==> config.mk <==
export PLATFORM = sky130hd
export DESIGN_NAME = vgts_ctrl
export DESIGN_NICKNAME = d
export VERILOG_FILES = /design/src/rtl/vgts_pkg.sv /design/src/rtl/vgts_ctrl.sv
export SDC_FILE = /design/constraint.sdc
export NUM_CORES = 1
export LEC_CHECK = 0
export ABC_AREA = 1
export BUFFER_PORTS_ARGS = -buffer_cell sky130_fd_sc_hd__buf_2
export CORE_MARGIN = 5
export CORE_UTILIZATION = 54
export CTS_BUF_LIST = sky130_fd_sc_hd__clkbuf_16
export DETAILED_ROUTE_END_ITERATION = 7
export PLACE_DENSITY = 0.8
export SKIP_LAST_GASP = 1
export SYNTH_ARGS = -nofsm -noshare
export SYNTH_HDL_FRONTEND = slang
export SYNTH_SLANG_ARGS = --single-unit
==> constraint.sdc <==
create_clock -name clk -period 2 [get_ports clk]
set_input_delay 0.4 -clock clk [delete_from_list [all_inputs] [get_ports clk]]
set_output_delay 0.4 -clock clk [all_outputs]
set_load 0.05 [all_outputs]
==> src/rtl/vgts_pkg.sv <==
// Shared types and constants of the voltage gate table step unit.
// Used by the controller, the datapath and the top level; no dependencies.
package vgts_pkg;

    localparam int GATE_W     = 18;
    localparam int VOLT_W     = 16;
    localparam int INDEX_W    = 8;
    localparam int MODE_W     = 2;
    localparam int SHIFT_W    = 4;
    localparam int POWER_W    = 3;
    localparam int CFG_IDX_W  = 2;
    localparam int CFG_DATA_W = 16;

    localparam int DIV_STEPS  = GATE_W;
    localparam int DCNT_W     = $clog2(DIV_STEPS);

    localparam logic [MODE_W-1:0] MODE_STEP   = 2'd0;
    localparam logic [MODE_W-1:0] MODE_WRITE  = 2'd1;
    localparam logic [MODE_W-1:0] MODE_STEADY = 2'd2;

    localparam logic [CFG_IDX_W-1:0] CFG_VMIN  = 2'd0;
    localparam logic [CFG_IDX_W-1:0] CFG_SHIFT = 2'd1;
    localparam logic [CFG_IDX_W-1:0] CFG_POWER = 2'd2;

    localparam logic signed [VOLT_W-1:0] VMIN_RESET  = -16'sd128;
    localparam logic [SHIFT_W-1:0]       SHIFT_RESET = 4'd0;
    localparam logic [POWER_W-1:0]       POWER_RESET = 3'd1;

    localparam logic signed [GATE_W-1:0] GATE_MAX = 18'sh1FFFF;
    localparam logic signed [GATE_W-1:0] GATE_MIN = -18'sh20000;

    typedef logic signed [GATE_W-1:0] gate_t;

    typedef struct packed {
        logic capture;
        logic ram_read;
        logic ram_write;
        logic mul_step;
        logic mul_pow;
        logic p_from_acc;
        logic p_from_div;
        logic r_from_prod;
        logic pw_from_r;
        logic div_load;
        logic div_check;
        logic div_iter;
        logic out_load;
        logic out_err;
    } vgts_cmd_t;

    typedef struct packed {
        logic [MODE_W-1:0] mode;
        logic              write_ok;
        logic              range_ok;
        logic              den_zero;
        logic [1:0]        pow_count;
    } vgts_stat_t;

endpackage

==> src/rtl/vgts_ctrl.sv <==
// Controller state machine of the voltage gate table step unit.
// Depends on vgts_pkg; drives datapath commands from datapath status.
module vgts_ctrl (
    input  logic                 clk,
    input  logic                 rst_n,
    input  logic                 s_tvalid,
    output logic                 s_tready,
    output logic                 m_tvalid,
    input  logic                 m_tready,
    input  vgts_pkg::vgts_stat_t stat,
    output vgts_pkg::vgts_cmd_t  cmd
);
    import vgts_pkg::*;

    localparam logic [3:0] S_IDLE  = 4'd0;
    localparam logic [3:0] S_INDEX = 4'd1;
    localparam logic [3:0] S_MUL   = 4'd2;
    localparam logic [3:0] S_ACC   = 4'd3;
    localparam logic [3:0] S_PMUL  = 4'd4;
    localparam logic [3:0] S_PACC  = 4'd5;
    localparam logic [3:0] S_PEND  = 4'd6;
    localparam logic [3:0] S_DEN   = 4'd7;
    localparam logic [3:0] S_DCHK  = 4'd8;
    localparam logic [3:0] S_DIV   = 4'd9;
    localparam logic [3:0] S_DEND  = 4'd10;
    localparam logic [3:0] S_OUT   = 4'd11;

    logic [3:0]        state_reg, state_next;
    logic [1:0]        pcnt_reg, pcnt_next;
    logic [DCNT_W-1:0] dcnt_reg, dcnt_next;
    logic              err_reg, err_next;
    logic              mvalid_reg, mvalid_next;

    always_comb
    begin
        state_next  = state_reg;
        pcnt_next   = pcnt_reg;
        dcnt_next   = dcnt_reg;
        err_next    = err_reg;
        mvalid_next = mvalid_reg;
        cmd         = '0;
        cmd.out_err = err_reg;

        if (mvalid_reg && m_tready)
        begin
            mvalid_next = 1'b0;
        end

        case (state_reg)
            S_IDLE:
            begin
                if (s_tvalid)
                begin
                    cmd.capture = 1'b1;
                    err_next    = 1'b0;
                    state_next  = S_INDEX;
                end
            end
            S_INDEX:
            begin
                case (stat.mode)
                    MODE_STEP:
                    begin
                        cmd.ram_read = 1'b1;
                        state_next   = S_MUL;
                    end
                    MODE_WRITE:
                    begin
                        cmd.ram_write = stat.write_ok;
                        state_next    = S_OUT;
                    end
                    MODE_STEADY:
                    begin
                        if (stat.range_ok)
                        begin
                            cmd.ram_read = 1'b1;
                            state_next   = S_DEN;
                        end
                        else
                        begin
                            err_next   = 1'b1;
                            state_next = S_OUT;
                        end
                    end
                    default:
                    begin
                        state_next = S_OUT;
                    end
                endcase
            end
            S_MUL:
            begin
                cmd.mul_step = 1'b1;
                state_next   = S_ACC;
            end
            S_ACC:
            begin
                cmd.p_from_acc = 1'b1;
                pcnt_next      = stat.pow_count;
                state_next     = (stat.pow_count == 2'd0) ? S_PEND : S_PMUL;
            end
            S_PMUL:
            begin
                cmd.mul_pow = 1'b1;
                state_next  = S_PACC;
            end
            S_PACC:
            begin
                cmd.r_from_prod = 1'b1;
                if (pcnt_reg == 2'd1)
                begin
                    state_next = S_PEND;
                end
                else
                begin
                    pcnt_next  = pcnt_reg - 2'd1;
                    state_next = S_PMUL;
                end
            end
            S_PEND:
            begin
                cmd.pw_from_r = 1'b1;
                state_next    = S_OUT;
            end
            S_DEN:
            begin
                if (stat.den_zero)
                begin
                    err_next   = 1'b1;
                    state_next = S_OUT;
                end
                else
                begin
                    cmd.div_load = 1'b1;
                    state_next   = S_DCHK;
                end
            end
            S_DCHK:
            begin
                cmd.div_check = 1'b1;
                dcnt_next     = DCNT_W'(DIV_STEPS - 1);
                state_next    = S_DIV;
            end
            S_DIV:
            begin
                cmd.div_iter = 1'b1;
                if (dcnt_reg == '0)
                begin
                    state_next = S_DEND;
                end
                else
                begin
                    dcnt_next = dcnt_reg - 1'b1;
                end
            end
            S_DEND:
            begin
                cmd.p_from_div = 1'b1;
                pcnt_next      = stat.pow_count;
                state_next     = (stat.pow_count == 2'd0) ? S_PEND : S_PMUL;
            end
            S_OUT:
            begin
                if (!mvalid_reg || m_tready)
                begin
                    cmd.out_load = 1'b1;
                    mvalid_next  = 1'b1;
                    state_next   = S_IDLE;
                end
            end
            default:
            begin
                state_next = S_IDLE;
            end
        endcase
    end

    always_ff @(posedge clk or negedge rst_n)
    begin
        if (!rst_n)
        begin
            state_reg  <= S_IDLE;
            pcnt_reg   <= '0;
            dcnt_reg   <= '0;
            err_reg    <= 1'b0;
            mvalid_reg <= 1'b0;
        end
        else
        begin
            state_reg  <= state_next;
            pcnt_reg   <= pcnt_next;
            dcnt_reg   <= dcnt_next;
            err_reg    <= err_next;
            mvalid_reg <= mvalid_next;
        end
    end

    assign s_tready = (state_reg == S_IDLE);
    assign m_tvalid = mvalid_reg;

endmodule

==> out/metrics.csv, run 1 <==
stage,metric,value,unit
run_status,outcome,"complete, but fails checks",
run_status,failing checks,setup timing,
synth,Synth cell types,17,
sta,fin crit period,2.040,ns
worst_setup_path,R2R setup slack,0.60,ns
clock_network,CTS root buf,clkbuf_16,
worst_setup_path,r2r startpoint,state_reg[1],
floorplan,die area,2620,µm²
synth,"FF+latch count, synth",13,
worst_setup_path,CP endpoint kind,primary output,
synth,post-synthesis net count,158,
worst_setup_path,reg2reg path depth,7,
worst_setup_path,WP data required,1.60,ns
synth,Post-Synth XOR/XNOR Area,0,
global_route,largest net degree at the start of global routing,14,
floorplan,io pins,27,
synth,"Seq/Total Area, Yosys",0.3552,
sta,relative slew slack,0.7990,
global_route,Tot GR Track Use,0.2012,
final_layout,Util after Layout,0.7368,
sta,Fin. Hold Viols,0,
global_route,grt ovf,0,
route,DR vias,1014,
clock_network,clk slew on worst S/H paths,0.05,ns
floorplan,Site Rows,14,
clock_network,# H-tree levels,1,
place,Placed Instances,186,
final_layout,most frequent cells in the layout,"nand2_1 (40), inv_1 (26), nor2_1 (24), buf_2 (24), o21ai_0 (14)",
synth,Synth Area in Compound Gates,0.1038,
final_layout,Finished Layout Cells,190,
global_route,antenna violations before repair,0,
pwr,pwr/cell area,1754,nW/µm²
synth,Ys Warns,0,
worst_setup_path,critical path class,reg -> out,
final_layout,multi-input logic area,480.5,µm²
floorplan,height of the die,51.19,µm
route,post-route ant nets,0,
route,drt wl/cell,12.76,µm
pwr,Worst VDD drop,1.135,mV
synth,mapped cell area,915.9,µm²
worst_setup_path,Worst Path Max Fanout,6,
synth,Synth Area in Simple Gates,0.3825,
place,IO buf count,26,
clock_network,clock sinks,13,
floorplan,core area,1559,µm²
floorplan,Initial Utilization,0.5875,
sta,slack of the critical path,-0.04042,ns
final_layout,# fillers,119,
min_path,Hold/Removal Path Class,in -> async,
synth,dominant cells by area after synthesis,"dfrtp_1 (36%), nand2_1 (16%), inv_1 (10%)",
sta,RSZ-0062 raised after global routing,yes,
final_layout,synthesis-to-finish area growth,25.41,%
route,drt first pass iters,5,
final_layout,antenna cells,0,
worst_setup_path,FF-to-FF End,pcnt_reg[1],
sta,Fmax,490.1,MHz
synth,leading area contributor after synthesis,dfrtp_1,
place,hpwl dp,1749,µm
sta,pins over their slew limit,0,
sta,final worst path period share,1.020,
final_layout,"most common cell after layout, fill and taps aside",nand2_1,
synth,mux share of post-synthesis cell area,0,
route,drt via density,5.337,
global_route,vias in the first global route,943,
route,initial drt markers,63,
final_layout,Nets,188,
synth,share of the synthesized area in the top cell type,0.3552,
final_layout,share of cells above drive strength 1,0.2241,
clock_network,Skew-Pair Late Insertion Delay,0.24,ns
sta,Hold WS,0.04114,ns
synth,Synth Instances,145,
final_layout,Largest register FFs,5,
global_route,first-pass GRT wire length,3926,µm
route,drt total wl,2424,µm
sta,Slew @ Worst Pin,0.2983,ns
floorplan,die width,51.19,µm
synth,post-synthesis adder-cell area fraction,0.02732,
clock_network,setup bufs post-CTS,0,
worst_setup_path,Worst setup SP type,register,
place,Final Wtd Congestion,0.8935,
clock_network,TritonCTS clock tree,done,
flow_run,Max Cap Violations,0,
pwr,Pleak,0.0006804,µW
worst_setup_path,Worst Path Arrival,1.64,ns
clock_network,CTS buffer count,3,
synth,largest family of logic cells by synthesized area,simple AND/OR/NAND/NOR gates,
route,DRC,0,
sta,clk_skew,0.002931,ns
clock_network,Max Buffers Root-to-Sink,2,
synth,mean post-synth cell area,6.316,µm²
final_layout,sequential standard cell area,325.3,µm²
sta,setup violators final,1,
[cell usage after synthesis, drive strengths merged]
master,number
a21oi,2
buf,2
dfrtp,13
ha,2
inv,27
nand2,43
nand3,8
nand3b,1
nor2,27
nor3,4
o211ai,2
o21ai,14
[layer usage]
layer,part of all wire,vias to the layer above,GRT usage
li1,-,502,-
met1,0.41,449,0.2419
met2,0.47,53,0.3283
met3,0.094,10,0.05523
met4,0.022,0,0.1031
met5,0,-,0
[critical path: stages (launching register included)]
cell      delay, ns
dfrtp_1        0.41
nor2_1         0.20
inv_1          0.12
nor2_4         0.15
inv_1          0.09
nor2_1         0.16
clkbuf_4       0.26
[what timing repair did]
item,CTS,global route
hold buffers,0,0
resized for setup,0,3
setup endpoints to repair,0,2
[layout make-up]
type | instances | share of cell area
clock buffer | 3 | 0.06536
clock inverter | 1 | 0.003268
inverter | 27 | 0.08824
multi-input combinational | 103 | 0.4183
sequential | 13 | 0.2832
tap | 16 | 0.01743
timing repair buffer | 27 | 0.1242
[report_power, final]
group	internal (µW)	switching, µW
combinational	317	845
sequential	380	97.6
clock	264	111
[cell families after synthesis]
family / after synthesis
adders and majority gates: 2
DFF: 13
buffers and inverters: 29
and+or+nand+nor: 83
AOI/OAI and AO/OA: 18
[metrics by stage]
step / setup WS (ns) / area, µm² / setup TNS, ns / power [µW]
after floorplan: 0.08450 / 920.9 / 0 / 1380
after global placement: 0.3589 / 1060 / 0 / 1576
after detailed placement: 0.3166 / 1060 / 0 / 1594
after CTS: 0.03132 / 1139 / 0 / 1991
after global routing: -0.1925 / 1149 / -0.2678 / 2181
final: -0.04042 / 1149 / -0.04042 / 2015
[worst max-delay path by stage]
stage / start / endpoint / slack [ns] / cells past startpoint
6_report: state_reg[3] / cmd[12] / -0.04 / 6
4_1_cts: state_reg[1] / cmd[12] / 0.03 / 6
3_3_place_gp: state_reg[1] / cmd[12] / 0.36 / 6
3_5_place_dp: state_reg[1] / cmd[12] / 0.32 / 6
2_1_floorplan: state_reg[1] / cmd[11] / 0.08 / 6
5_1_grt: state_reg[2] / cmd[12] / -0.19 / 6
Note: power is estimated with default switching activity, not from simulation.
==> run 2, diff against run 1 <==
--- a/config.mk
+++ b/config.mk
@@ -5,7 +5,6 @@
 export SDC_FILE = /design/constraint.sdc
 export NUM_CORES = 1
 export LEC_CHECK = 0
-export ABC_AREA = 1
 export BUFFER_PORTS_ARGS = -buffer_cell sky130_fd_sc_hd__buf_2
 export CORE_MARGIN = 5
 export CORE_UTILIZATION = 54
==> run 2 against run 1 <==
  * The flow now finishes without violations
  * Total power increased by 8.7%
  * Clock power shrank 3%
  * Non-clock buffer count grew 4
  * Critical endpoint is now cmd[13]
  * Largest cell class unchanged
  * Cell count down 18%
  * Register-to-register slack got worse by 0.34 ns
  * Worst setup slack improved by 0.12 ns
  * Global-route usage grew 1.9 points
  * Clock skew fell by 0.00078 ns
  * First-iteration DRC count fell by 68%
  * Flip-flop and latch count stayed put
  * Combinational power up 16%
  * Clock-buffer cell count did not move
==> out/metrics.csv, run 2 <==
stage,metric,value,unit
floorplan,io pins,27,
route,initial drt markers,20,
final_layout,sequential standard cell area,326.6,µm²
clock_network,CTS Hold Buffers Added,0,
synth,share of the synthesized area in the top cell type,0.3467,
pwr,"Power, Total",2191,µW
worst_setup_path,CP max stage delay,0.38,ns
sta,setup violators final,0,
route,post-route ant nets,0,
synth,mean post-synth cell area,8.304,µm²
sta,Fmax,520.7,MHz
global_route,Tot GR Track Use,0.2204,
sta,Hold WS,0.03439,ns
floorplan,Site Rows,15,
worst_setup_path,Buf/Inv on CP,2,
route,drt total wl,2471,µm
worst_setup_path,critical path class,reg -> out,
clock_network,CTS buffer count,3,
synth,top_reg_cell synth,dfrtp_1,
global_route,largest net degree at the start of global routing,16,
sta,relative slew slack,0.7243,
sta,pins over their slew limit,0,
worst_setup_path,R2R setup slack,0.26,ns
synth,leading area contributor after synthesis,dfrtp_1,
clock_network,clk slew on worst S/H paths,0.04,ns
synth,"Seq/Total Area, Yosys",0.3467,
synth,Post-synth ARST share,1.000,
floorplan,height of the die,51.69,µm
synth,Ys Warns,0,
sta,Fin. Hold Viols,0,
final_layout,share of cells above drive strength 1,0.3381,
final_layout,antenna cells,0,
worst_setup_path,"delay-heaviest family, CP",simple AND/OR/NAND/NOR gates,
synth,Commonest cells post-synth,"dfrtp_1 (13), nor2_1 (12), nor3_1 (10)",
floorplan,die area,2671,µm²
synth,mapped cell area,938.4,µm²
sta,final worst path period share,0.9602,
synth,Post-synth EDFFs,0,
pwr,pwr/cell area,1796,nW/µm²
clock_network,TritonCTS clock tree,done,
global_route,first-pass GRT wire length,4436,µm
final_layout,most frequent cells in the layout,"buf_2 (23), nor2_1 (12), dfrtp_1 (12)",
worst_setup_path,r2r startpoint,dcnt_reg[0],
clock_network,CTS root buf,clkbuf_16,
final_layout,synthesis-to-finish area growth,30.00,%
route,DRC,0,
pwr,Pleak,0.0005506,µW
worst_setup_path,Worst Path Arrival,1.52,ns
global_route,antenna violations before repair,0,
run_status,outcome,finished clean,
route,drt wl/cell,15.84,µm
global_route,grt ovf,0,
clock_network,Skew-Pair Late Insertion Delay,0.24,ns
synth,top-count cell post-synth,dfrtp_1,
synth,"FF+latch count, synth",13,
place,Final Wtd Congestion,0.8627,
worst_setup_path,path length in cells of the critical path,4,
clock_network,Max Buffers Root-to-Sink,2,
worst_setup_path,Worst setup SP type,register,
floorplan,core area,1689,µm²
floorplan,Initial Utilization,0.5556,
synth,Synth cell types,36,
worst_setup_path,Slowest cell on crit path,dfrtp_1,
worst_setup_path,CP endpoint kind,primary output,
sta,RSZ-0062 raised after global routing,no,
sta,Slew @ Worst Pin,0.4032,ns
final_layout,# fillers,139,
global_route,vias in the first global route,976,
clock_network,clock sinks,13,
place,hpwl dp,1877,µm
route,drt first pass iters,4,
sta,fin crit period,1.920,ns
place,Setup WS pre-CTS,0.2814,ns
worst_setup_path,FF-to-FF End,dcnt_reg[3],
final_layout,multi-input logic area,588.1,µm²
worst_setup_path,reg2reg path depth,6,
worst_setup_path,CP endpoint,cmd[13],
sta,slack of the critical path,0.07954,ns
final_layout,"most common cell after layout, fill and taps aside",buf_2,
route,drt via density,6.083,
worst_setup_path,crit path from,state_reg[0],
route,DR vias,949,
floorplan,die width,51.69,µm
worst_setup_path,WP data required,1.60,ns
final_layout,Nets,153,
final_layout,Largest register FFs,5,
synth,Synth Instances,113,
place,IO buf count,26,
synth,dominant cells by area after synthesis,"dfrtp_1 (35%), nand2b_1 (6.0%), nor3_1 (5.3%)",
worst_setup_path,worst path cell trace,"buf_4, nor4_4, and2_1, clkbuf_4",
sta,clk_skew,0.002152,ns
worst_setup_path,Worst Path Max Fanout,15,
clock_network,# H-tree levels,1,
synth,post-synthesis net count,126,
min_path,Hold/Removal Path Class,in -> async,
pwr,Worst VDD drop,1.474,mV
flow_run,Max Cap Violations,0,
-- run 2: changes by cell type after synthesis, moves of 3 or more --
cell,before,now
nand2_1,40,3
inv_1,25,8
nor2_1,24,12
o21ai_0,14,3
nand2b_1,0,9
nor3_1,4,10
a21oi_1,2,6
nand3_1,8,4
o22ai_1,0,4
buf_2,0,3
clkbuf_1,0,3
nand2_2,3,0
-- run 2: how the worst min path moves through the flow --
stage | from | end | slack (ns)
final | rst_n | err_reg | 0.03
after global routing | rst_n | err_reg | 0.06
after CTS | rst_n | err_reg | 0.05
after detailed placement | rst_n | err_reg | 0.30
after global placement | rst_n | pcnt_reg[0] | 0.30
after floorplan | rst_n | dcnt_reg[0] | 0.10
-- run 2: layout make-up --
| class | instances | area share |
|---|---|---|
| sequential | 13 | 0.2677 |
| timing repair buffer | 31 | 0.1436 |
| inverter | 8 | 0.02462 |
| clock inverter | 1 | 0.003077 |
| multi-input combinational | 83 | 0.4821 |
| tap | 17 | 0.01744 |
| clock buffer | 3 | 0.06154 |
-- run 2: cells by family (layout without fill, tap and decap cells) --
kind of cell / Yosys count / count (layout) / synth area share
AOI/OAI and AO/OA: 27 / 27 / 0.2093
xor gates and xnor gates: 3 / 3 / 0.02801
adders and majority gates: 2 / 2 / 0.02666
buffers and inverters: 17 / 43 / 0.08399
DFF: 13 / 13 / 0.3467
and+or+nand+nor: 51 / 51 / 0.3053
-- run 2: repair_timing --
| item | CTS | global route |
|---|---|---|
| resized for setup | 0 | 5 |
| buffers inserted | 0 | 0 |
| setup endpoints to repair | 0 | 6 |
-- run 2: per-stage QoR --
step           cells  TNS (ns)  utilization  instance area (µm²)
2_1_floorplan    113   -0.9760            -                989.7
3_5_place_dp     152         0       0.6689                 1130
6_report         156         0       0.7222                 1220
4_1_cts          156         0       0.7156                 1209
3_3_place_gp     152         0       0.6689                 1130
5_1_grt          156         0       0.7222                 1220
-- run 2: power breakdown --
group / internal, µW / total, µW / switching (µW) / leakage [µW]
combinational: 448 / 1340 / 893 / 0.000350
sequential: 381 / 486 / 105 / 0.000158
clock: 263 / 365 / 102 / 0.0000423
total: 1090 / 2190 / 1100 / 0.000551
-- run 2: per-layer routing --
| metal | GRT usage | routed length, µm | vias to the layer above |
|---|---|---|---|
| met4 | 0.06987 | 36 | 0 |
| met2 | 0.3729 | 1336 | 28 |
| met5 | 0 | 0 | - |
| li1 | - | - | 456 |
| met3 | 0.05444 | 108 | 6 |
| met1 | 0.2739 | 990 | 459 |
==> run 3, diff against run 2 <==
--- a/config.mk
+++ b/config.mk
@@ -10,7 +10,7 @@
 export CORE_UTILIZATION = 54
 export CTS_BUF_LIST = sky130_fd_sc_hd__clkbuf_16
 export DETAILED_ROUTE_END_ITERATION = 7
-export PLACE_DENSITY = 0.8
+export PLACE_DENSITY = 0.83
 export SKIP_LAST_GASP = 1
 export SYNTH_ARGS = -nofsm -noshare
 export SYNTH_HDL_FRONTEND = slang
==> run 3 against run 2 <==
  * Cell area is 0.82% higher
  * Hold slack better by 0.0064 ns
  * Clock-buffer cell count stayed put
  * Clock power hardly changed
  * Worst setup slack worse by 0.0084 ns
  * Maximum frequency is 0.43% lower
  * Non-clock buffer count is 1 higher
  * Critical path depth is 1 lower
  * First-iteration DRC count stayed put
  * Sequential power is 8.8% higher
  * Die area stayed put
  * Sequential share of layout area is 0.22 points lower
  * Highest routed layer unchanged
==> out/metrics.csv, run 3 (synthesis results as in run 2) <==
stage,metric,value,unit
final_layout,Largest register FFs,5,
sta,Slew @ Worst Pin,0.3794,ns
floorplan,io pins,27,
place,IO buf count,26,
sta,clk_skew,0.001558,ns
route,initial drt markers,20,
sta,final worst path period share,0.9644,
clock_network,setup bufs post-CTS,0,
clock_network,CTS root buf,clkbuf_16,
global_route,Top Usage Layer GRT,met2,
route,DRC,0,
clock_network,CTS buffer count,3,
global_route,antenna violations before repair,0,
clock_network,Skew-Pair Late Insertion Delay,0.24,ns
floorplan,Initial Utilization,0.5556,
global_route,met3 usage,0.02579,
worst_setup_path,CP endpoint kind,primary output,
sta,RSZ-0062 raised after global routing,yes,
place,hpwl dp,1801,µm
worst_setup_path,worst path cell trace,"buf_4, and4bb_2, buf_2",
final_layout,"most common cell after layout, fill and taps aside",buf_2,
route,post-route ant nets,0,
global_route,grt ovf,0,
final_layout,synthesis-to-finish area growth,31.07,%
run_status,outcome,finished clean,
sta,Fin. Hold Viols,0,
sta,pins over their slew limit,0,
sta,relative slew slack,0.7405,
route,drt wl/cell,14.27,µm
worst_setup_path,Worst Path Max Fanout,11,
final_layout,share of cells above drive strength 1,0.3500,
flow_run,Max Cap Violations,0,
floorplan,Site Rows,15,
pwr,Pleak,0.0005582,µW
worst_setup_path,Worst setup SP type,register,
clock_network,clock sinks,13,
sta,slack of the critical path,0.07116,ns
floorplan,core area,1689,µm²
floorplan,die width,51.69,µm
clock_network,# H-tree levels,1,
worst_setup_path,Slowest cell on crit path,dfrtp_1,
sta,Fmax,518.4,MHz
worst_setup_path,Buf/Inv on CP,2,
final_layout,antenna cells,0,
global_route,grt met2 use,0.3263,
place,Setup WS pre-CTS,0.2506,ns
worst_setup_path,critical path class,reg -> out,
clock_network,Max Buffers Root-to-Sink,2,
clock_network,TritonCTS clock tree,done,
final_layout,Nets,154,
sta,setup violators final,0,
route,drt via density,5.968,
final_layout,most frequent cells in the layout,"buf_2 (23), nor2_1 (12), dfrtp_1 (12)",
route,drt first pass iters,4,
clock_network,"Gates resized, CTS repair",3,
floorplan,height of the die,51.69,µm
route,drt total wl,2241,µm
final_layout,Util after Layout,0.7281,
clock_network,clk slew on worst S/H paths,0.04,ns
worst_setup_path,Worst Path Arrival,1.53,ns
global_route,vias in the first global route,902,
worst_setup_path,"delay-heaviest family, CP",buffers and inverters,
sta,fin crit period,1.929,ns
floorplan,die area,2671,µm²
route,DR vias,937,
clock_network,CTS Hold Buffers Added,0,
sta,Hold WS,0.04077,ns
final_layout,# fillers,135,
min_path,Hold/Removal Path Class,in -> async,
global_route,largest net degree at the start of global routing,14,
place,Final Wtd Congestion,0.8835,
global_route,GRT met1 Usage,0.2360,
global_route,Tot GR Track Use,0.1931,
global_route,first-pass GRT wire length,3905,µm
pwr,pwr/cell area,1768,nW/µm²
pwr,Worst VDD drop,1.053,mV
worst_setup_path,WP data required,1.60,ns
worst_setup_path,CP max stage delay,0.47,ns
==> run 3: changes by cell type in the layout (fill, tap and decap cells not counted), sizes merged <==
| cell | before | now |
|---|---|---|
| clkbuf | 6 | 3 |
| buf | 28 | 32 |
==> run 3: area by class of cell <==
| class | count | area [µm²] | area share |
|---|---|---|---|
| well taps | 17 | 21.27 | 0.01729 |
| multi-input cells | 83 | 590.6 | 0.4802 |
| flip-flops and latches | 13 | 326.6 | 0.2655 |
| inverters | 8 | 30.03 | 0.02442 |
| clock inverters | 1 | 3.754 | 0.003052 |
| clock buffers | 3 | 75.07 | 0.06104 |
| repair buffers | 32 | 182.7 | 0.1485 |
==> run 3: per-layer routing <==
metal | wire length [µm] | vias up
met1 | 1005 | 439
met5 | 0 | -
li1 | - | 464
met3 | 118 | 4
met2 | 1082 | 30
met4 | 34 | 0
==> run 3: power breakdown <==
| part | switching, µW | internal [µW] | leakage, µW | total [µW] |
|---|---|---|---|---|
| sequential | 149 | 380 | 0.000158 | 529 |
| combinational | 817 | 464 | 0.000358 | 1280 |
| clock | 102 | 263 | 0.0000423 | 365 |
==> run 3: path summary, 6_finish.rpt <==
path	start	end	slack [ns]	cells after the start
max	state_reg[0]	cmd[2]	0.07	3
min	rst_n	state_reg[1]	0.04	1
max reg2reg	dcnt_reg[0]	state_reg[0]	0.24	6
min reg2reg	dcnt_reg[4]	dcnt_reg[4]	0.47	1
max in group asynchronous	rst_n	state_reg[2]	1.72	1
min in group clk	m_tready	m_tvalid	0.46	3
==> run 3: worst reg2reg max path, cell delays in order, from the launching register on <==
cell and delay, ns:
dfrtp_1 0.37, inv_1 0.09, ha_1 0.19, or4b_1 0.58
nor3_2 0.16, o22ai_1 0.13, o211ai_2 0.17
==> run 3: metrics by stage <==
stage	instances	area (µm²)	power, µW	setup TNS [ns]
floorplan	113	989.7	1527	-0.9760
global placement	153	1137	1771	0
detailed placement	153	1137	1795	0
CTS	157	1224	2176	0
global route	157	1230	2340	-0.01656
finish	157	1230	2175	0
